### config.mk
export PLATFORM = sky130hd
export DESIGN_NAME = crc16_packet_framer
export DESIGN_NICKNAME = d
export VERILOG_FILES = /design/src/hdl/crcfr_pkg.sv /design/src/hdl/crc16_packet_framer.sv /design/src/hdl/crcfr_front.sv /design/src/hdl/crcfr_queue.sv /design/src/hdl/crcfr_back.sv
export SDC_FILE = /design/constraint.sdc
export NUM_CORES = 1
export LEC_CHECK = 0
export ABC_CLOCK_PERIOD_IN_PS = 4019
export BUFFER_PORTS_ARGS = -buffer_cell sky130_fd_sc_hd__buf_2
export CAP_MARGIN = 20
export CORE_MARGIN = 1.5
export CORE_UTILIZATION = 50
export DETAILED_ROUTE_END_ITERATION = 10
export PLACE_DENSITY = 0.67
export SLEW_MARGIN = 25
export SYNTH_ARGS = -nofsm -noshare
export SYNTH_HDL_FRONTEND = slang
export SYNTH_SLANG_ARGS = --single-unit
### constraint.sdc
create_clock -name clock -period 4.02 [get_ports clock]
set_input_delay 0 -clock clock [delete_from_list [all_inputs] [get_ports clock]]
set_output_delay 0 -clock clock [all_outputs]
set_load 0.005 [all_outputs]
### src/hdl/crcfr_pkg.sv
// ----------------------------------------------------------------------------
// crcfr_pkg
// shared types, register indexes and the crc-16 byte update for the framer
// ----------------------------------------------------------------------------
package crcfr_pkg;

   localparam int QUEUE_DEPTH = 4;

   localparam int CSR_INDEX_WIDTH = 8;
   localparam logic [CSR_INDEX_WIDTH-1:0] CSR_START_CODE = 8'd0;
   localparam logic [CSR_INDEX_WIDTH-1:0] CSR_END_CODE   = 8'd1;

   localparam logic [7:0]  START_CODE_RESET = 8'h02;
   localparam logic [7:0]  END_CODE_RESET   = 8'h03;
   localparam logic [15:0] CRC_POLY         = 16'h1021;
   localparam logic [15:0] CRC_INIT         = 16'hFFFF;

   // one classified payload byte, handed from the front to the back
   typedef struct packed {
      logic [7:0]  data_byte;
      logic [15:0] payload_length;
      logic        first;
      logic        last;
      logic [15:0] crc;
      logic [7:0]  start_code;
      logic [7:0]  end_code;
   } entry_type;

   // crc-16/ccitt-false, one byte, msb first
   function automatic logic [15:0] crc_byte(input logic [15:0] crc_i,
                                            input logic [7:0]  data_i);
      logic [15:0] c;
      logic        fb;
      c = crc_i;
      for (int k = 7; k >= 0; k--) begin
         fb = c[15] ^ data_i[k];
         c  = {c[14:0], 1'b0};
         if (fb) begin
            c = c ^ CRC_POLY;
         end
      end
      return c;
   endfunction

endpackage

### src/hdl/crc16_packet_framer.sv
// ----------------------------------------------------------------------------
// crc16_packet_framer
// wraps payload bytes into start/length/payload/crc16/end frames
// ----------------------------------------------------------------------------
// Each payload byte on the req_ stream yields framed bytes on the rsp_ stream:
// the first byte of a frame yields start code, length low, length high and the
// byte; a middle byte yields itself; a byte with req_tlast set yields itself,
// crc high, crc low and end code (a one-byte frame yields all seven). The crc
// is crc-16/ccitt-false over the payload only, and the length is copied as
// given. rsp_tlast marks the last transfer caused by one input item and
// rsp_tuser marks the end code. The front takes one byte per cycle into a
// QUEUE_DEPTH entry queue; the back emits one framed byte per cycle unless
// it runs dry or rsp_tready stalls it. A frame of n payload bytes gives
// n+6 framed bytes, and the input runs at one byte per cycle until the
// queue fills. With the back idle, an accepted byte goes from a queue slot
// through cur_ff to the output register. Code registers are written over the
// csr_ port at index 0 (start code) and 1 (end code), other indexes ignored.
// ----------------------------------------------------------------------------
module crc16_packet_framer #(
   parameter int QUEUE_DEPTH = crcfr_pkg::QUEUE_DEPTH  // 2 or more
) (
   input  logic                                  clock,
   input  logic                                  reset,
   // payload byte stream
   input  logic                                  req_tvalid,
   output logic                                  req_tready,
   input  logic [23:0]                           req_tdata,  // data_byte, payload_length
   input  logic                                  req_tlast,  // last_byte
   // framed byte stream
   output logic                                  rsp_tvalid,
   input  logic                                  rsp_tready,
   output logic [7:0]                            rsp_tdata,  // out_byte
   output logic                                  rsp_tuser,  // end_of_frame
   output logic                                  rsp_tlast,  // run_last
   // register writes
   input  logic                                  csr_valid,
   output logic                                  csr_ready,
   input  logic [crcfr_pkg::CSR_INDEX_WIDTH-1:0] csr_index,
   input  logic [7:0]                            csr_wdata
);

   // queue push and pop sides
   crcfr_pkg::entry_type push_entry;
   crcfr_pkg::entry_type head_entry;
   logic                 q_push, q_full;
   logic                 q_pop, q_empty;

   // front: classify byte, update crc, hold code registers
   crcfr_front u_front (
      .clock      (clock),
      .reset      (reset),
      .req_tvalid (req_tvalid),
      .req_tready (req_tready),
      .req_tdata  (req_tdata),
      .req_tlast  (req_tlast),
      .csr_valid  (csr_valid),
      .csr_ready  (csr_ready),
      .csr_index  (csr_index),
      .csr_wdata  (csr_wdata),
      .q_full     (q_full),
      .q_push     (q_push),
      .q_entry    (push_entry)
   );

   // decoupling queue
   crcfr_queue #(
      .DEPTH (QUEUE_DEPTH)
   ) u_queue (
      .clock      (clock),
      .reset      (reset),
      .push       (q_push),
      .push_entry (push_entry),
      .full       (q_full),
      .pop        (q_pop),
      .head_entry (head_entry),
      .empty      (q_empty)
   );

   // back: header/payload/trailer sequencer and output register
   crcfr_back u_back (
      .clock      (clock),
      .reset      (reset),
      .q_empty    (q_empty),
      .q_head     (head_entry),
      .q_pop      (q_pop),
      .rsp_tvalid (rsp_tvalid),
      .rsp_tready (rsp_tready),
      .rsp_tdata  (rsp_tdata),
      .rsp_tuser  (rsp_tuser),
      .rsp_tlast  (rsp_tlast)
   );

endmodule

### src/hdl/crcfr_front.sv
// ----------------------------------------------------------------------------
// crcfr_front
// accepts payload bytes, tracks frame position and crc, holds the code registers
// ----------------------------------------------------------------------------
module crcfr_front (
   input  logic                                  clock,
   input  logic                                  reset,
   // input stream
   input  logic                                  req_tvalid,
   output logic                                  req_tready,
   input  logic [23:0]                           req_tdata,  // data_byte, payload_length
   input  logic                                  req_tlast,
   // configuration writes
   input  logic                                  csr_valid,
   output logic                                  csr_ready,
   input  logic [crcfr_pkg::CSR_INDEX_WIDTH-1:0] csr_index,
   input  logic [7:0]                            csr_wdata,
   // queue push side
   input  logic                                  q_full,
   output logic                                  q_push,
   output crcfr_pkg::entry_type                  q_entry
);

   logic [7:0]  start_code_ff, start_code_in;
   logic [7:0]  end_code_ff, end_code_in;
   logic [15:0] crc_ff, crc_in;
   logic        inside_ff, inside_in;
   logic [15:0] crc_base;
   logic [15:0] crc_next;
   logic        accept;

   assign csr_ready  = 1'b1;
   assign req_tready = ~q_full;
   assign accept     = req_tvalid & req_tready;

   assign crc_base = inside_ff ? crc_ff : crcfr_pkg::CRC_INIT;
   assign crc_next = crcfr_pkg::crc_byte(crc_base, req_tdata[7:0]);

   always_comb begin
      start_code_in = start_code_ff;
      end_code_in   = end_code_ff;
      if (csr_valid && csr_ready) begin
         if (csr_index == crcfr_pkg::CSR_START_CODE) begin
            start_code_in = csr_wdata;
         end else if (csr_index == crcfr_pkg::CSR_END_CODE) begin
            end_code_in = csr_wdata;
         end
      end
   end

   always_comb begin
      crc_in    = crc_ff;
      inside_in = inside_ff;
      if (accept) begin
         crc_in    = req_tlast ? crcfr_pkg::CRC_INIT : crc_next;
         inside_in = ~req_tlast;
      end
   end

   always_comb begin
      q_push                 = accept;
      q_entry.data_byte      = req_tdata[7:0];
      q_entry.payload_length = req_tdata[23:8];
      q_entry.first          = ~inside_ff;
      q_entry.last           = req_tlast;
      q_entry.crc            = crc_next;
      q_entry.start_code     = start_code_ff;
      q_entry.end_code       = end_code_ff;
   end

   always_ff @(posedge clock) begin
      if (reset) begin
         start_code_ff <= crcfr_pkg::START_CODE_RESET;
         end_code_ff   <= crcfr_pkg::END_CODE_RESET;
         crc_ff        <= crcfr_pkg::CRC_INIT;
         inside_ff     <= 1'b0;
      end else begin
         start_code_ff <= start_code_in;
         end_code_ff   <= end_code_in;
         crc_ff        <= crc_in;
         inside_ff     <= inside_in;
      end
   end

`ifndef NO_ASSERTIONS
   // between frames the running crc is parked at its initial value
   a_crc_parked: assert property (@(posedge clock) disable iff (reset)
      !inside_ff |-> crc_ff == crcfr_pkg::CRC_INIT)
      else $error("crc not at initial value outside a frame");
`endif

endmodule

### src/hdl/crcfr_queue.sv
// ----------------------------------------------------------------------------
// crcfr_queue
// short register queue of classified bytes between front and back
// ----------------------------------------------------------------------------
module crcfr_queue #(
   parameter int DEPTH = crcfr_pkg::QUEUE_DEPTH
) (
   input  logic                 clock,
   input  logic                 reset,
   input  logic                 push,
   input  crcfr_pkg::entry_type push_entry,
   output logic                 full,
   input  logic                 pop,
   output crcfr_pkg::entry_type head_entry,
   output logic                 empty
);

   localparam int PTR_W = $clog2(DEPTH);
   localparam int CNT_W = $clog2(DEPTH + 1);
   localparam logic [PTR_W-1:0] LAST_PTR = PTR_W'(DEPTH - 1);
   localparam logic [CNT_W-1:0] FULL_CNT = CNT_W'(DEPTH);

   crcfr_pkg::entry_type slot_ff [DEPTH];
   logic [PTR_W-1:0] wr_ptr_ff, wr_ptr_in;
   logic [PTR_W-1:0] rd_ptr_ff, rd_ptr_in;
   logic [CNT_W-1:0] count_ff, count_in;
   logic             do_push, do_pop;

   assign full       = (count_ff == FULL_CNT);
   assign empty      = (count_ff == '0);
   assign do_push    = push & ~full;
   assign do_pop     = pop & ~empty;
   assign head_entry = slot_ff[rd_ptr_ff];

   always_comb begin
      wr_ptr_in = wr_ptr_ff;
      rd_ptr_in = rd_ptr_ff;
      count_in  = count_ff;
      if (do_push) begin
         wr_ptr_in = (wr_ptr_ff == LAST_PTR) ? '0 : wr_ptr_ff + 1'b1;
      end
      if (do_pop) begin
         rd_ptr_in = (rd_ptr_ff == LAST_PTR) ? '0 : rd_ptr_ff + 1'b1;
      end
      if (do_push && !do_pop) begin
         count_in = count_ff + 1'b1;
      end else if (do_pop && !do_push) begin
         count_in = count_ff - 1'b1;
      end
   end

   always_ff @(posedge clock) begin
      if (do_push) begin
         slot_ff[wr_ptr_ff] <= push_entry;
      end
   end

   always_ff @(posedge clock) begin
      if (reset) begin
         wr_ptr_ff <= '0;
         rd_ptr_ff <= '0;
         count_ff  <= '0;
      end else begin
         wr_ptr_ff <= wr_ptr_in;
         rd_ptr_ff <= rd_ptr_in;
         count_ff  <= count_in;
      end
   end

`ifndef NO_ASSERTIONS
   a_count_range: assert property (@(posedge clock) disable iff (reset)
      count_ff <= FULL_CNT)
      else $error("queue count beyond depth");
   a_ptr_match: assert property (@(posedge clock) disable iff (reset)
      (empty || full) |-> wr_ptr_ff == rd_ptr_ff)
      else $error("queue pointers disagree with count");
`endif

endmodule

### src/hdl/crcfr_back.sv
// ----------------------------------------------------------------------------
// crcfr_back
// sequences header, payload and trailer bytes into the output register
// ----------------------------------------------------------------------------
module crcfr_back (
   input  logic                 clock,
   input  logic                 reset,
   // queue pop side
   input  logic                 q_empty,
   input  crcfr_pkg::entry_type q_head,
   output logic                 q_pop,
   // result stream
   output logic                 rsp_tvalid,
   input  logic                 rsp_tready,
   output logic [7:0]           rsp_tdata,   // out_byte
   output logic                 rsp_tuser,   // end_of_frame
   output logic                 rsp_tlast    // run_last
);

   localparam logic [2:0] STEP_START  = 3'd0;
   localparam logic [2:0] STEP_LEN_LO = 3'd1;
   localparam logic [2:0] STEP_LEN_HI = 3'd2;
   localparam logic [2:0] STEP_DATA   = 3'd3;
   localparam logic [2:0] STEP_CRC_HI = 3'd4;
   localparam logic [2:0] STEP_CRC_LO = 3'd5;
   localparam logic [2:0] STEP_END    = 3'd6;

   crcfr_pkg::entry_type cur_ff, cur_in;
   logic       cur_valid_ff, cur_valid_in;
   logic [2:0] step_ff, step_in;
   logic       out_valid_ff, out_valid_in;
   logic [7:0] out_byte_ff, out_byte_in;
   logic       out_eof_ff, out_eof_in;
   logic       out_last_ff, out_last_in;
   logic       advance;
   logic       item_done;
   logic [7:0] step_byte;

   assign advance   = cur_valid_ff & (~out_valid_ff | rsp_tready);
   assign item_done = (step_ff == STEP_END) || (step_ff == STEP_DATA && !cur_ff.last);

   always_comb begin
      case (step_ff)
         STEP_START:  step_byte = cur_ff.start_code;
         STEP_LEN_LO: step_byte = cur_ff.payload_length[7:0];
         STEP_LEN_HI: step_byte = cur_ff.payload_length[15:8];
         STEP_DATA:   step_byte = cur_ff.data_byte;
         STEP_CRC_HI: step_byte = cur_ff.crc[15:8];
         STEP_CRC_LO: step_byte = cur_ff.crc[7:0];
         STEP_END:    step_byte = cur_ff.end_code;
         default:     step_byte = cur_ff.end_code;
      endcase
   end

   always_comb begin
      cur_in       = cur_ff;
      cur_valid_in = cur_valid_ff;
      step_in      = step_ff;
      q_pop        = 1'b0;
      if (advance && !item_done) begin
         step_in = step_ff + 3'd1;
      end else if (advance || !cur_valid_ff) begin
         // current item finished or none held: take the next one if any
         q_pop        = ~q_empty;
         cur_valid_in = ~q_empty;
         cur_in       = q_head;
         step_in      = q_head.first ? STEP_START : STEP_DATA;
      end
   end

   always_comb begin
      out_valid_in = out_valid_ff;
      out_byte_in  = out_byte_ff;
      out_eof_in   = out_eof_ff;
      out_last_in  = out_last_ff;
      if (advance) begin
         out_valid_in = 1'b1;
         out_byte_in  = step_byte;
         out_eof_in   = (step_ff == STEP_END);
         out_last_in  = item_done;
      end else if (rsp_tready) begin
         out_valid_in = 1'b0;
      end
   end

   always_ff @(posedge clock) begin
      cur_ff      <= cur_in;
      out_byte_ff <= out_byte_in;
      out_eof_ff  <= out_eof_in;
      out_last_ff <= out_last_in;
   end

   always_ff @(posedge clock) begin
      if (reset) begin
         cur_valid_ff <= 1'b0;
         step_ff      <= STEP_START;
         out_valid_ff <= 1'b0;
      end else begin
         cur_valid_ff <= cur_valid_in;
         step_ff      <= step_in;
         out_valid_ff <= out_valid_in;
      end
   end

   assign rsp_tvalid = out_valid_ff;
   assign rsp_tdata  = out_byte_ff;
   assign rsp_tuser  = out_eof_ff;
   assign rsp_tlast  = out_last_ff;

`ifndef NO_ASSERTIONS
   a_eof_is_last: assert property (@(posedge clock) disable iff (reset)
      (out_valid_ff && out_eof_ff) |-> out_last_ff)
      else $error("end of frame not on the last transfer of its item");
   a_step_range: assert property (@(posedge clock) disable iff (reset)
      cur_valid_ff |-> step_ff <= STEP_END)
      else $error("step past end code");
   a_trailer_needs_last: assert property (@(posedge clock) disable iff (reset)
      (cur_valid_ff && step_ff > STEP_DATA) |-> cur_ff.last)
      else $error("trailer step on a byte that does not close the frame");
`endif

endmodule

# After elaboration in Yosys (flattened, before gate mapping)
# Memory sizes are Yosys's and may differ from the RTL's. A register that Yosys moved wholly into a read port is not among the register bits.
# Index checks and enable logic that the tools add are counted.
word_totals:
  output_inout_bits: 13
  inputBits: 46
  n_memories: 1
  reg_bits: 112
  ramBits: 232
  wordCells: 109
memory_table:
  columns: ["name", "depth", "width", "rd", "rd_ports_with_merged_regs", "write_ports", "line_no", "text"]
  rows:
  - ["u_queue.slot_ff", 4, 58, 1, 1, 1, "crcfr_queue.sv:23", "crcfr_pkg::entry_type slot_ff [DEPTH];"]
classes:
  bitwise: 28
  reduce_logical: 20
  add_sub_neg: 5
  mux: 26
  n_eq_ne: 10
ops:
  columns: ["cell", "n"]
  rows:
  - ["two-way mux 13 bit", 8]
  - ["case mux 8 bit (6 select lines)", 1]
  - ["two-way mux 16 bit", 2]
  - ["inverter 3 bit", 8]
  - ["== test 3 bit (second input constant)", 4]
  - ["two-way mux 3 bit", 4]
  - ["two-way mux 2 bit", 5]
  - ["== test 8 x 1 -> 1 bit (second input constant)", 1]
  - ["logical NOT 8 bit", 1]
  - ["XOR 1 bit", 8]
  - ["inverter 1 bit", 7]
  - ["adder 3 x 1 -> 3 bit (second input constant)", 2]
  - ["== test 3 x 2 -> 1 bit (second input constant)", 2]
  - ["logical NOT 3 bit", 2]
  - ["two-way mux 1 bit", 6]
  - ["nonzero test 2 bit", 3]
  - ["logical NOT 1 bit", 5]
  - ["adder 2 x 1 -> 2 bit (second input constant)", 2]
  - ["bitwise AND 1 bit", 4]
  - ["== test 2 bit (second input constant)", 2]
  - ["logical AND 1 bit", 4]
  - ["AND reduction 2 bit", 2]
  - ["== test 3 x 1 -> 1 bit (second input constant)", 1]
  - ["AND reduction 3 bit", 1]
  - ["other kinds (3)", 4]

# Logic depth before layout (Yosys ltp)
# Gate-level depths: netlist of the first run.
depth:
  depth_word: 18
  ltp_mapped: 15
  mapped_depth_nobuf: 12

# Modules after synthesis
# From an unflattened synthesis of the first run, not the netlist that was laid out.
unflattened:
  hier_cells: 729
  area_unflattened_um2: 13620.6
modules_own_cells:
  columns: ["module", "seq_area_each_um2", "cells_each", "instances", "area_per_inst_um2"]
  rows:
  - ["crcfr_queue", 7146.9, 353, 1, 8864.8]
  - ["crcfr_back", 2112.0, 159, 1, 2736.4]
  - ["crcfr_front", 660.6, 217, 1, 2019.4]

# Worst setup path before layout of the first run
# Ideal clock, no wire load.
synth_path:
  kind: "register -> register"
  startpoint: "reg u_back.step_ff[2]"
  endpoint: "reg u_back.cur_ff[0] (netlist name) (enable)"
  setup_ns: 0.647
  period_less_slack_ns: 3.212
  t_arrival_ns: 2.565
  path_slack_ns: 0.808
  required_ns: 3.373
  stages_incl_launch_ff: 9
  path_buffers: 3
  path_cell_list: "dfxtp_1 buf_2 clkbuf_1 inv_1 ha_1 buf_2 nor2b_1 o21ai_0 nand2_1"
synth_between:
  elab_chain_cells: 7
  elab_cells_between_ends: 8
  classes_between: "2 x eq/ne; 1 x bitwise; 5 x reduce/logical"
synth_lines:
  columns: ["element", "line_no", "text"]
  rows:
  - ["start, declared", "crcfr_back.sv:30", "logic [2:0] step_ff, step_in;"]
  - ["start signal, assigned", "crcfr_back.sv:100", "step_ff <= step_in;"]
  - ["== test 3 x 2 -> 1 bit", "crcfr_back.sv:40", "assign item_done = (step_ff == STEP_END) || (step_ff == STEP_DATA && !cur_ff.last);"]
  - ["logical AND 1 bit", "crcfr_back.sv:40", null]
  - ["logical OR 1 bit (*)", "crcfr_back.sv:40", null]
  - ["logical NOT 1 bit (*)", "crcfr_back.sv:60", "if (advance && !item_done) begin"]
  - ["logical AND 1 bit (*)", "crcfr_back.sv:60", null]
  - ["inverter 1 bit (no line) (*)", null, null]
  - ["AND reduction 2 bit (no line) (*)", null, null]
  - ["end signal, assigned", "crcfr_back.sv:87", "cur_ff <= cur_in;"]
  - ["end, declared", "crcfr_back.sv:28", "crcfr_pkg::entry_type cur_ff, cur_in;"]
# Mark *: on every way between the ends. The rest lies on a longest branch, timed or not.
# A chain may end at the register's enable or synchronous reset.

# Worst setup path after layout of the first run
layout_path:
  startpoint: "reg u_back.step_ff[2]"
  endpoint: "reg u_queue.count_ff[2]"
layout_between:
  elab_chain_cells: 10
  elab_cells_between_ends: 13
  classes_between: "2 x eq/ne; 2 x mux; 1 x bitwise; 8 x reduce/logical"
layout_lines:
  columns: ["element", "line_no", "text"]
  rows:
  - ["== test 3 x 2 -> 1 bit", "crcfr_back.sv:40", null]
  - ["logical AND 1 bit", "crcfr_back.sv:40", null]
  - ["logical OR 1 bit (*)", "crcfr_back.sv:40", null]
  - ["logical NOT 1 bit (*)", "crcfr_back.sv:60", null]
  - ["logical AND 1 bit (*)", "crcfr_back.sv:60", null]
  - ["two-way mux 1 bit (*)", "crcfr_back.sv:60", null]
  - ["bitwise AND 1 bit (*)", "crcfr_queue.sv:32", "assign do_pop = pop & ~empty;"]
  - ["logical NOT 1 bit", "crcfr_queue.sv:45", "if (do_push && !do_pop) begin"]
  - ["logical AND 1 bit", "crcfr_queue.sv:45", null]
  - ["two-way mux 3 bit / nonzero test 2 bit (equally long branches)", null, null]
  - ["end signal, assigned", "crcfr_queue.sv:66", "count_ff <= count_in;"]
  - ["end, declared", "crcfr_queue.sv:26", "logic [CNT_W-1:0] count_ff, count_in;"]
# Marked as above.

==> key figures, run 1 <==
Outcome
  – Outcome: completed

Global route
  – Largest net degree at the start of global routing: just under 60
  – Tot GR Track Use: between 10% and 20%
  – Initial antenna violation count: 0
  – First-pass GRT wire length: roughly 37 mm
  – GRT Residual Overflow: 0
  – Vias in the first global route: between 6,000 and 7,000

Detailed routing
  – DRT iter0 DRCs: 562
  – Post-Route WL: ~25 mm
  – ANT nets after route: 0
  – Via density per instance: roughly 5.6
  – Drt pass-1 iters: 5
  – Routed via count: about 6,500
  – Remaining DRCs: 0
  – WL per Instance: 21.5 um

Place
  – Placement Setup Slack: 0.873 ns
  – Dpl hpwl: around 15 mm
  – Post-DP Area: approximately 0.014 mm2
  – Placer Congestion: approximately 0.8
  – # port buffers: 57

Logic synthesis
  – Post-synth top area cell: edfxtp_1
  – Number of distinct library cells after synthesis: 49
  – Post-Syn Area per Cell: between 15 and 20 um2
  – Synth Net Count: between 700 and 800
  – Seq/Total Area, Yosys: roughly three quarters
  – Post-synthesis compound-gate area fraction: around 3.0%
  – Top cells by area, synth: edfxtp_1, mux4_2, dfxtp_1, xnor2_1, mux2i_1
  – Synth warnings: 0
  – Post-synthesis cell count: approximately 700
  – Most used DFF post-synth: edfxtp_1
  – Ys async rst share: 0%
  – EDFF count, synth: around 300
  – Adder-Cell Fraction of Synth Area: 1.20%
  – Synthesized cell area: 0.0131 mm2
  – Xor and xnor fraction of the mapped netlist area: under 10%
  – Post-synthesis simple-gate area fraction: 4.11%
  – Share of the synthesized area in the top cell type: between 60% and 70%
  – Mux cell area share after synthesis: between 10% and 20%
  – Synth Register Bits: 346
  – Largest family of logic cells by synthesized area: multiplexers

Clock tree
  – Clk slew on worst S/H paths: ~0.060 ns
  – CTS resizes: 0
  – Max Root-Sink Buffers: 3
  – Post-CTS Setup Repair Bufs: 0
  – Num CTS Buffers: 31
  – Clock Tree Root: clkbuf_16
  – Clk sinks: 346
  – H-tree depth: 1
  – Clock latency on the worst-skew pair: ~0.57 ns
  – CTS tree: done

Power and ir drop
  – P_int: 7.33 mW
  – Leak Pwr: 5.07 nW
  – Total power draw: slightly below 10 mW
  – Combinational Power Share: between 10% and 20%
  – Worst vdd ir: around 360 uV
  – Sequential power share: between 50% and 60%
  – Sw frac: a little over a quarter
  – Clock power share: 30.1%
  – Switch Pwr: roughly 2.6 mW
  – PwrDens: between 600 and 700 mW/mm2

Timing
  – Fin. max-slew vios: 0
  – Minimum clock period: 3.18 ns
  – Fin. Hold Viols: 0
  – Slew @ Worst Pin: between 0.9 and 1 ns
  – Skew final: ~0.02 ns
  – Relative slew slack: about two fifths
  – Final setup viols: 0
  – Final period utilization: approximately 80%
  – Final WS setup: between 0.8 and 0.9 ns
  – Setup TNS after final layout: 0 ns
  – Fmax: about 310 MHz
  – RSZ-0062 raised after global routing: false

Worst setup path
  – Critical Path End Type: register
  – Reg2reg setup slack: about 0.84 ns
  – R2R depth: 13
  – R2R Path Start: u_back.step_ff[2]$_SDFFE_PP0P_
  – Crit path DAT: between 3 and 4 ns
  – Max FO, Critical Path: 20
  – Req. time, crit path: 4.49 ns
  – Worst Setup SP: u_back.step_ff[2]$_SDFFE_PP0P_
  – Critical path capture point: u_queue.count_ff[2]$_SDFFE_PP0P_
  – CP Class: reg2reg
  – FF-to-FF End: u_queue.count_ff[2]$_SDFFE_PP0P_
  – Startpoint types: register

Layout
  – Design Area, Final: 0.0153 mm2
  – Most common cell after layout, fill and taps aside: edfxtp_1
  – Nets: 851
  – Diodes inserted: 0
  – Share of cells above drive strength 1: between 20 and 25%
  – Layout area overhead: 16.1%
  – Seq. cell area: between 0.009 and 0.01 mm2
  – Filler cells: 1,826
  – Most frequent cells in the layout: edfxtp_1, mux4_2, buf_2
  – Multi-input logic area: 0.00302 mm2

Die
  – Io pins: between 50 and 60
  – # rows: 59
  – Die height: roughly 170 um
  – Die X-Extent: approximately 170 um
  – Starting Density: roughly half
  – Die area: roughly 0.027 mm2
  – Core area: between 0.02 and 0.03 mm2

Job
  – # Max-Cap Violations: 0

Worst hold path
  – Worst min path class: in2reg
  – Hold depth: 5
==> metal layers <==
| layer | wire length [um] | GRT usage [%] |
|---|---|---|
| met1 | 10500 | 25.4 |
| met2 | 12600 | 31.6 |
| met3 | 1300 | 3.02 |
| met4 | 336 | 4.55 |
| met5 | 0 | 0 |
==> final cells by class <==
type,count,area share [%]
clock inverters,18,1.50
inverters,11,0.303
well taps,335,2.75
clock buffers,38,5.25
repair buffers,112,5.38
multi-input cells,291,19.8
flip-flops and latches,346,65.0
==> cell usage after synthesis (5+ instances only) <==
cell type and count:
ha_1 11, a21oi_1 13, mux2i_1 16, nand2_1 33, o32a_1 8, xor2_1 11
buf_2 9, mux4_2 58, dfxtp_1 47, nor2_1 27, buf_4 5, xnor2_1 24
mux2_2 8, buf_1 5, clkbuf_1 11, inv_1 10, edfxtp_1 299, nand2b_1 13
a221oi_1 8, o22ai_1 7
==> how the worst min path moves through the flow <==
stage	start	to
final	csr_index[6]	u_front.end_code_ff[7]$_SDFFE_PP0P_
after global routing	csr_index[4]	u_front.end_code_ff[4]$_SDFFE_PP0P_
after CTS	csr_index[6]	u_front.end_code_ff[4]$_SDFFE_PP0P_
after detailed placement	req_tdata[9]	u_queue.slot_ff[0][35]$_DFFE_PP_
after global placement	req_tdata[10]	u_queue.slot_ff[3][36]$_DFFE_PP_
after floorplan	req_tlast	u_queue.slot_ff[0][32]$_DFFE_PP_
==> flip-flops by register name, summed over array words and instances (netlist names), named ones only <==
name                   flops
u_queue.wr_ptr_ff          2
u_back.rsp_tvalid          1
u_front.inside_ff          1
u_queue.slot_ff          232
u_back.rsp_tuser           1
u_back.cur_ff             57
u_front.end_code_ff        8
u_queue.count_ff           3
u_back.step_ff             3
u_back.rsp_tlast           1
u_back.cur_valid_ff        1
u_front.crc_ff            16
u_back.rsp_tdata           8
u_front.start_code_ff      8
u_queue.rd_ptr_ff          2
==> logic make-up after synthesis <==
logic type,count (synthesis)
muxes,82
AOI/OAI and AO/OA,54
other,1
and+or+nand+nor,104
buffers and inverters,43
DFF,346
adders and majority gates,12
xor gates and xnor gates,38
==> worst max-delay path: stages (launching register included) <==
cell	delay [ns]
dfxtp_1	0.31
buf_4	0.24
inv_1	0.07
ha_1	0.35
nor2b_1	0.20
o21ai_0	0.34
a21oi_1	0.22
inv_1	0.10
ha_1	0.18
inv_1	0.06
fa_1	0.38
xor2_1	0.18
or3_1	0.30
a21oi_1	0.15
==> power groups by stage <==
stage / clock network (mW) / logic, mW / registers [mW]
2_1_floorplan: 0 / 1.41 / 4.91
4_1_cts: 3.04 / 1.79 / 5.16
6_report: 2.98 / 1.86 / 5.07
5_1_grt: 3.15 / 2.02 / 5.13
3_5_place_dp: 0 / 1.75 / 5.23
3_3_place_gp: 0 / 1.71 / 5.21
==> per-stage QoR <==
step | std cells | hold WS [ns] | utilization, %
detailed placement | 1050 | 0.217 | 53.1
finish | 1151 | 0.0482 | 58.9
floorplan | 680 | 0.0989 | -
global route | 1151 | 0.0600 | 58.9
global placement | 1050 | 0.208 | 53.1
CTS | 1150 | 0.00807 | 58.8
==> timing repair <==
action / CTS / global route
hold buffers: 44 / 0
setup endpoints to repair: 0 / 0
endpoints found under the hold margin: 130 / 0
Note: power is estimated with default switching activity, not from simulation.
==> run 2: changes to the inputs <==
- ABC_AREA: unset -> 1
- ABC_CLOCK_PERIOD_IN_PS: 4019 -> 2700
- PLACE_DENSITY: 0.67 -> 0.69
- clock period: 4.02 -> 2.7 ns (I/O delays scaled with it)
==> run 2 against run 1 <==
The flow now finishes with violations (hold timing); total power rose by 62%; first-iteration DRC count increased by 21%; combinational power increased by 89%; routed wire length up 15%; sequential power is 47% higher; flip-flop and latch count did not move; sequential share of layout area shrank 2.3 points; die area up 2.7%; hold slack lost 0.067 ns; global-route usage rose by 2.0 points; critical path type unchanged; critical endpoint unchanged; largest cell class unchanged; largest power group unchanged.
==> key figures, run 2 <==
Outcome
  – Outcome: complete, but fails checks
  – Failing checks: hold timing

Timing
  – Final WS setup: 0.228 ns
  – Minimum clock period: between 2 and 2.5 ns
  – Slew @ Worst Pin: slightly below 0.9 ns
  – Min Hold Slack: -0.0187 ns
  – Skew final: about 0.021 ns
  – Setup TNS after final layout: 0 ns
  – Final period utilization: around 90%
  – Fin. max-slew vios: 0
  – Final setup viols: 0
  – RSZ-0062 raised after global routing: false
  – Fmax: between 400 and 500 MHz
  – Relative slew slack: roughly two fifths
  – Fin. Hold Viols: 4

Place
  – Placement Setup Slack: 0.306 ns
  – Post-DP Area: 0.0142 mm2
  – # port buffers: 57
  – Placer Congestion: 0.810
  – Dpl hpwl: between 15 and 20 mm

Detailed routing
  – DRT iter0 DRCs: just under 700
  – WL per Instance: roughly 18 um
  – Via density per instance: around 5.5
  – Remaining DRCs: 0
  – Post-Route WL: ~28 mm
  – ANT nets after route: 0
  – Drt pass-1 iters: 5
  – Routed via count: approximately 8,500

Die
  – Core area: ~0.026 mm2
  – Die area: roughly 0.028 mm2
  – # rows: slightly below 60
  – Io pins: roughly 60
  – Starting Density: 51.4%
  – Die height: 167 um
  – Die X-Extent: 167 um

Clock tree
  – Max Root-Sink Buffers: 3
  – Clock latency on the worst-skew pair: approximately 0.52 ns
  – H-tree depth: 2
  – Clk slew on worst S/H paths: approximately 0.06 ns
  – Clk sinks: roughly 350
  – CTS resizes: 0
  – CTS tree: done
  – Clock Tree Root: clkbuf_16
  – Post-CTS Setup Repair Bufs: 0
  – Num CTS Buffers: 36

Logic synthesis
  – EDFF count, synth: 299
  – Post-synthesis cell count: roughly 1,100
  – Top cells by area, synth: edfxtp_1, dfxtp_1, o21ai_0, nor2_1, nand2_1
  – Synthesized cell area: between 0.01 and 0.015 mm2
  – Share of the synthesized area in the top cell type: approximately two thirds
  – Most used DFF post-synth: edfxtp_1
  – Post-synth top cells: edfxtp_1, nor2_1, o21ai_0
  – Post-Syn Area per Cell: approximately 13 um2
  – Seq/Total Area, Yosys: approximately 73%
  – Number of distinct library cells after synthesis: roughly 40
  – Synth Net Count: ~1,100
  – Ys async rst share: 0%
  – Most numerous cell in the Yosys netlist: edfxtp_1
  – Synth warnings: 0
  – Synth Register Bits: 346
  – Post-synth top area cell: edfxtp_1

Worst setup path
  – CP peak stage delay: about 0.38 ns
  – Startpoint types: register
  – Critical Path End Type: register
  – Max FO, Critical Path: 4
  – Crit path DAT: about 2.9 ns
  – R2R depth: 16
  – Crit-path cells: ha_1 -> ha_1 -> inv_2 -> o21ai_2 -> inv_2 -> nand2_2 -> nand2_2 -> inv_6 -> nand2_2 -> ha_1 -> inv_1 -> fa_1 -> a21oi_1 -> o21ai_0 -> o21ai_0 -> a21oi_1
  – CP max stage cell: fa_1
  – CP Class: reg2reg
  – Req. time, crit path: around 3.1 ns

Power and ir drop
  – Clock power share: between 30% and 40%
  – Switch Pwr: 4.75 mW
  – Sw frac: roughly 30%
  – Sequential power share: 46.6%
  – Leak Pwr: between 5 and 6 nW
  – P_int: roughly 11 mW
  – Combinational Power Share: roughly 22%
  – Total power draw: 16.0 mW
  – PwrDens: 1010 mW/mm2
  – Worst vdd ir: 479 uV

Layout
  – Nets: 1,243
  – Most frequent cells in the layout: edfxtp_1, nor2_1, o21ai_0
  – Filler cells: 2,007
  – Most common cell after layout, fill and taps aside: edfxtp_1
  – Layout area overhead: 17.2%
  – Share of cells above drive strength 1: between 10 and 15%
  – Largest register FFs: 232
  – Largest regs: u_queue.slot_ff x232, u_back.cur_ff x57, u_front.crc_ff x16
  – Design Area, Final: 0.0158 mm2
  – Biggest register: u_queue.slot_ff

Global route
  – GRT Residual Overflow: 0
  – Largest net degree at the start of global routing: 97
  – Tot GR Track Use: ~21%
  – Vias in the first global route: between 8,000 and 9,000
  – First-pass GRT wire length: about 45 mm
  – Initial antenna violation count: 1

Worst hold path
  – Worst min path class: in2reg
  – Hold depth: 6

Job
  – # Max-Cap Violations: 0
-- run 2: changes by cell type in the layout (fill, tap and decap cells not counted), moves of 9 or more --
| cell | change |
|---|---|
| a21oi_1 | +9 |
| inv_1 | +49 |
| inv_2 | +10 |
| mux2i_1 | -16 |
| mux4_2 | -58 |
| nand2_1 | +94 |
| nand2_2 | +12 |
| nand2b_1 | -13 |
| nand3_1 | +45 |
| nor2_1 | +125 |
| o21ai_0 | +124 |
| o22ai_1 | +58 |
| xnor2_1 | -24 |
-- run 2: per-stage QoR --
stage               std cells  utilization [%]
detailed placement       1441             54.0
global placement         1441             54.0
CTS                      1549             60.2
floorplan                1079                -
global route             1548             60.2
finish                   1549             60.2
-- run 2: logic make-up (layout without fill, tap and decap cells) --
group,after synthesis,in the layout,synth area share [%]
buffers and inverters,123,257,4.00
AND/OR/NAND/NOR,362,362,11.4
adder cells (fa/ha/maj),12,12,1.17
flip-flops,346,346,73.5
AO/OA/AOI/OAI,231,231,9.68
other,1,2,0.0278
XOR/XNOR,4,4,0.259
-- run 2: critical path, delay by kind of cell, from the launching register on --
family / cells / cell delay (ns)
buffers and inverters: 4 / 0.22
and+or+nand+nor: 3 / 0.27
adders and majority gates: 4 / 0.94
AOI/OAI and AO/OA: 5 / 0.59
DFF: 1 / 0.33
-- run 2: routing by layer --
metal / track usage (%) / wire [um] / vias to the layer above / part of all wire (%)
li1: - / - / 4074 / -
met1: 27.7 / 12100 / 4122 / 43
met2: 34.6 / 14000 / 266 / 49
met3: 4.11 / 1750 / 43 / 6.2
met4: 5.91 / 530 / 0 / 1.9
met5: 0 / 0 / - / 0
-- run 2: power by group through the flow --
stage | clock network [mW] | registers (mW) | logic (mW)
finish | 5.02 | 7.46 | 3.52
global route | 5.31 | 7.54 | 3.93
CTS | 5.09 | 7.46 | 3.55
detailed placement | 0 | 7.56 | 3.49
global placement | 0 | 7.56 | 3.41
floorplan | 0 | 7.40 | 2.38
-- run 2: repair_timing --
action,4_1_cts,5_1_grt
endpoints found under the setup margin,0,7
endpoints found under the hold margin,130,0
hold buffers,42,0
-- run 2: layout make-up --
class | count | area [um2] | share of cell area, %
inverter | 72 | 275 | 1.74
timing repair buffer | 119 | 903 | 5.71
multi-input combinational | 610 | 3070 | 19.4
clock buffer | 46 | 1020 | 6.46
tap | 335 | 419 | 2.65
antenna | 1 | 2.50 | 0.0158
sequential | 346 | 9920 | 62.7
clock inverter | 20 | 205 | 1.30
-- run 2: path summary, 6_finish.rpt --
path                                    endpoint  slack (ns)                            start
max reg2reg     u_queue.count_ff[2]$_SDFFE_PP0P_        0.23   u_back.step_ff[0]$_SDFFE_PP0P_
min reg2reg      u_front.crc_ff[10]$_SDFFE_PP1P_        0.48  u_front.crc_ff[10]$_SDFFE_PP1P_
max             u_queue.count_ff[2]$_SDFFE_PP0P_        0.23   u_back.step_ff[0]$_SDFFE_PP0P_
min          u_front.end_code_ff[7]$_SDFFE_PP0P_       -0.02                     csr_index[7]
==> run 3: changes to the inputs <==
- CORE_ASPECT_RATIO: unset -> 0.9
==> run 3 against run 2 <==
Critical path depth fell by 6; final cell count rose by 0.32%; clock power is 9.4% lower; flip-flop and latch count unchanged; largest cell class unchanged; total power decreased by 2.3%; clock-buffer cell count decreased by 4; via count shrank 0.48%; combinational power grew 3%; final area decreased by 0.67%; critical path type is now in2reg; register-to-register slack better by 0.09 ns; the run still ends with hold timing left; routed wire length is essentially flat; critical endpoint is now u_front.start_code_ff[2]$_SDFFE_PP0P_; non-clock buffer count fell by 1.
==> key figures, run 3 (same netlist as run 2, synthesis figures left out) <==
Timing
  – Minimum clock period: roughly 2.4 ns
  – Final WS setup: roughly 0.30 ns
  – Setup TNS after final layout: 0 ns
  – Relative slew slack: between 50% and 60%
  – Fin. max-slew vios: 0
  – Fmax: ~420 MHz
  – RSZ-0062 raised after global routing: false
  – Skew final: about 0.013 ns
  – Fin. Hold Viols: 4
  – Min Hold Slack: -0.0226 ns
  – Final setup viols: 0
  – Final period utilization: 88.8%
  – Slew @ Worst Pin: 0.723 ns

Die
  – Die height: about 160 um
  – Io pins: 59
  – # rows: between 50 and 60
  – Die X-Extent: 176 um
  – Core area: 0.0263 mm2
  – Die area: approximately 0.028 mm2
  – Starting Density: between 50% and 60%

Clock tree
  – Clk sinks: 346
  – CTS resizes: 0
  – H-tree depth: 2
  – Clock Tree Root: clkbuf_16
  – CTS tree: done
  – Clock latency on the worst-skew pair: 0.51 ns
  – Max Root-Sink Buffers: 3
  – Num CTS Buffers: 35
  – Clk slew on worst S/H paths: 0.06 ns

Detailed routing
  – Post-Route WL: roughly 28 mm
  – DRT iter0 DRCs: ~800
  – ANT nets after route: 0
  – Via density per instance: about 5.4
  – Drt pass-1 iters: 5
  – Remaining DRCs: 0
  – WL per Instance: about 18 um
  – Routed via count: between 8,000 and 9,000

Worst setup path
  – Crit path DAT: roughly 2.8 ns
  – Critical Path End Type: register
  – Worst Setup SP: csr_index[2]
  – R2R Path Start: u_back.step_ff[0]$_SDFFE_PP0P_
  – Startpoint types: input port
  – Max FO, Critical Path: 9
  – Req. time, crit path: between 3 and 4 ns
  – CP Class: in2reg

Power and ir drop
  – Leak Pwr: between 5 and 6 nW
  – PwrDens: a little under 1000 mW/mm2
  – Worst vdd ir: around 550 uV

Global route
  – Initial antenna violation count: 1
  – GRT Residual Overflow: 0
  – Met3 Usage GRT: 2.87%
  – Tot GR Track Use: around 21%
  – Met1 usage: roughly 29%
  – Most used routing layer: met2
  – Largest net degree at the start of global routing: ~120
  – First-pass GRT wire length: 44.0 mm
  – Vias in the first global route: 8,088
  – Met2 Usage GRT: 33.2%

Place
  – Placer Congestion: approximately 0.82
  – Placement Setup Slack: between 0.3 and 0.4 ns
  – Placed Instances: between 1,000 and 1,500
  – Dpl hpwl: ~16 mm
  – # port buffers: 57

Layout
  – Filler cells: between 2,000 and 2,500
  – Layout area overhead: 16.4%
  – Non-filler cells, final: approximately 1,600
  – Core Util, Final: 59.8%
  – Diodes inserted: 0
  – Most frequent cells in the layout: edfxtp_1, nor2_1, o21ai_0
  – Share of cells above drive strength 1: about 13%
  – Biggest register: u_queue.slot_ff
  – Most common cell after layout, fill and taps aside: edfxtp_1
  – Largest regs: u_queue.slot_ff x232, u_back.cur_ff x57, u_front.crc_ff x16
  – Nets: roughly 1,200
  – Largest register FFs: around 230

Job
  – # Max-Cap Violations: 0

Worst hold path
  – Hold Crit Start: csr_index[5]
  – Worst min path class: in2reg

Outcome
  – Outcome: complete, but fails checks
  – Failing checks: hold timing
==> run 3: cell count changes in the layout (fill, tap and decap cells not counted), sizes merged <==
cell	before	now
clkbuf	46	42
bufinv	4	3
clkinv	17	15
diode	1	0
clkinvlp	1	0
buf	78	77
inv	70	72
==> run 3: critical path: stages <==
cell,delay [ns]
dlygate4sd3_1,0.53
buf_2,0.12
nor2_1,0.13
dlygate4sd3_1,0.57
nand2_1,0.04
dlygate4sd3_1,0.58
nor2_4,0.25
nand3_1,0.31
nor2_1,0.18
nor2_1,0.06
==> run 3: path summary, 6_finish.rpt <==
path                                                end  slack [ns]  depth (start not counted)
setup reg to reg       u_queue.count_ff[2]$_SDFFE_PP0P_        0.32                         16
hold / removal      u_front.end_code_ff[5]$_SDFFE_PP0P_       -0.02                          6
setup / recovery  u_front.start_code_ff[2]$_SDFFE_PP0P_        0.30                         10
hold reg to reg          u_front.crc_ff[4]$_SDFFE_PP1P_        0.48                          2
==> run 3: repair_timing <==
action / 4_1_cts / 5_1_grt
hold buffers: 40 / 2
endpoints found under the setup margin: 0 / 7
buffers inserted: 0 / 0
endpoints found under the hold margin: 130 / 5
==> run 3: stage by stage <==
step / power [mW] / instance area [um2]
after global placement: 11.1 / 14200
after global routing: 16.4 / 15700
after detailed placement: 11.2 / 14200
after floorplan: 9.79 / 13500
final: 15.6 / 15700
after CTS: 15.7 / 15700
==> run 3: report_power, final <==
part / internal [mW] / switching, mW
combinational: 1.13 / 2.51
clock: 2.67 / 1.89
sequential: 7.09 / 0.338
==> run 3: routing by layer <==
metal  vias up  wire length, um
met1      4099            12900
met2       252            13400
met4         0              524
met5         -                0
met3        46             1570
li1       4067                -
==> run 3: area by class of cell <==
type / count / area, um2 / share of cell area [%]
sequential: 346 / 9920 / 63.1
multi-input combinational: 610 / 3070 / 19.5
timing repair buffer: 118 / 946 / 6.02
clock buffer: 42 / 902 / 5.74
tap: 348 / 435 / 2.77
inverter: 72 / 275 / 1.75
clock inverter: 18 / 163 / 1.03
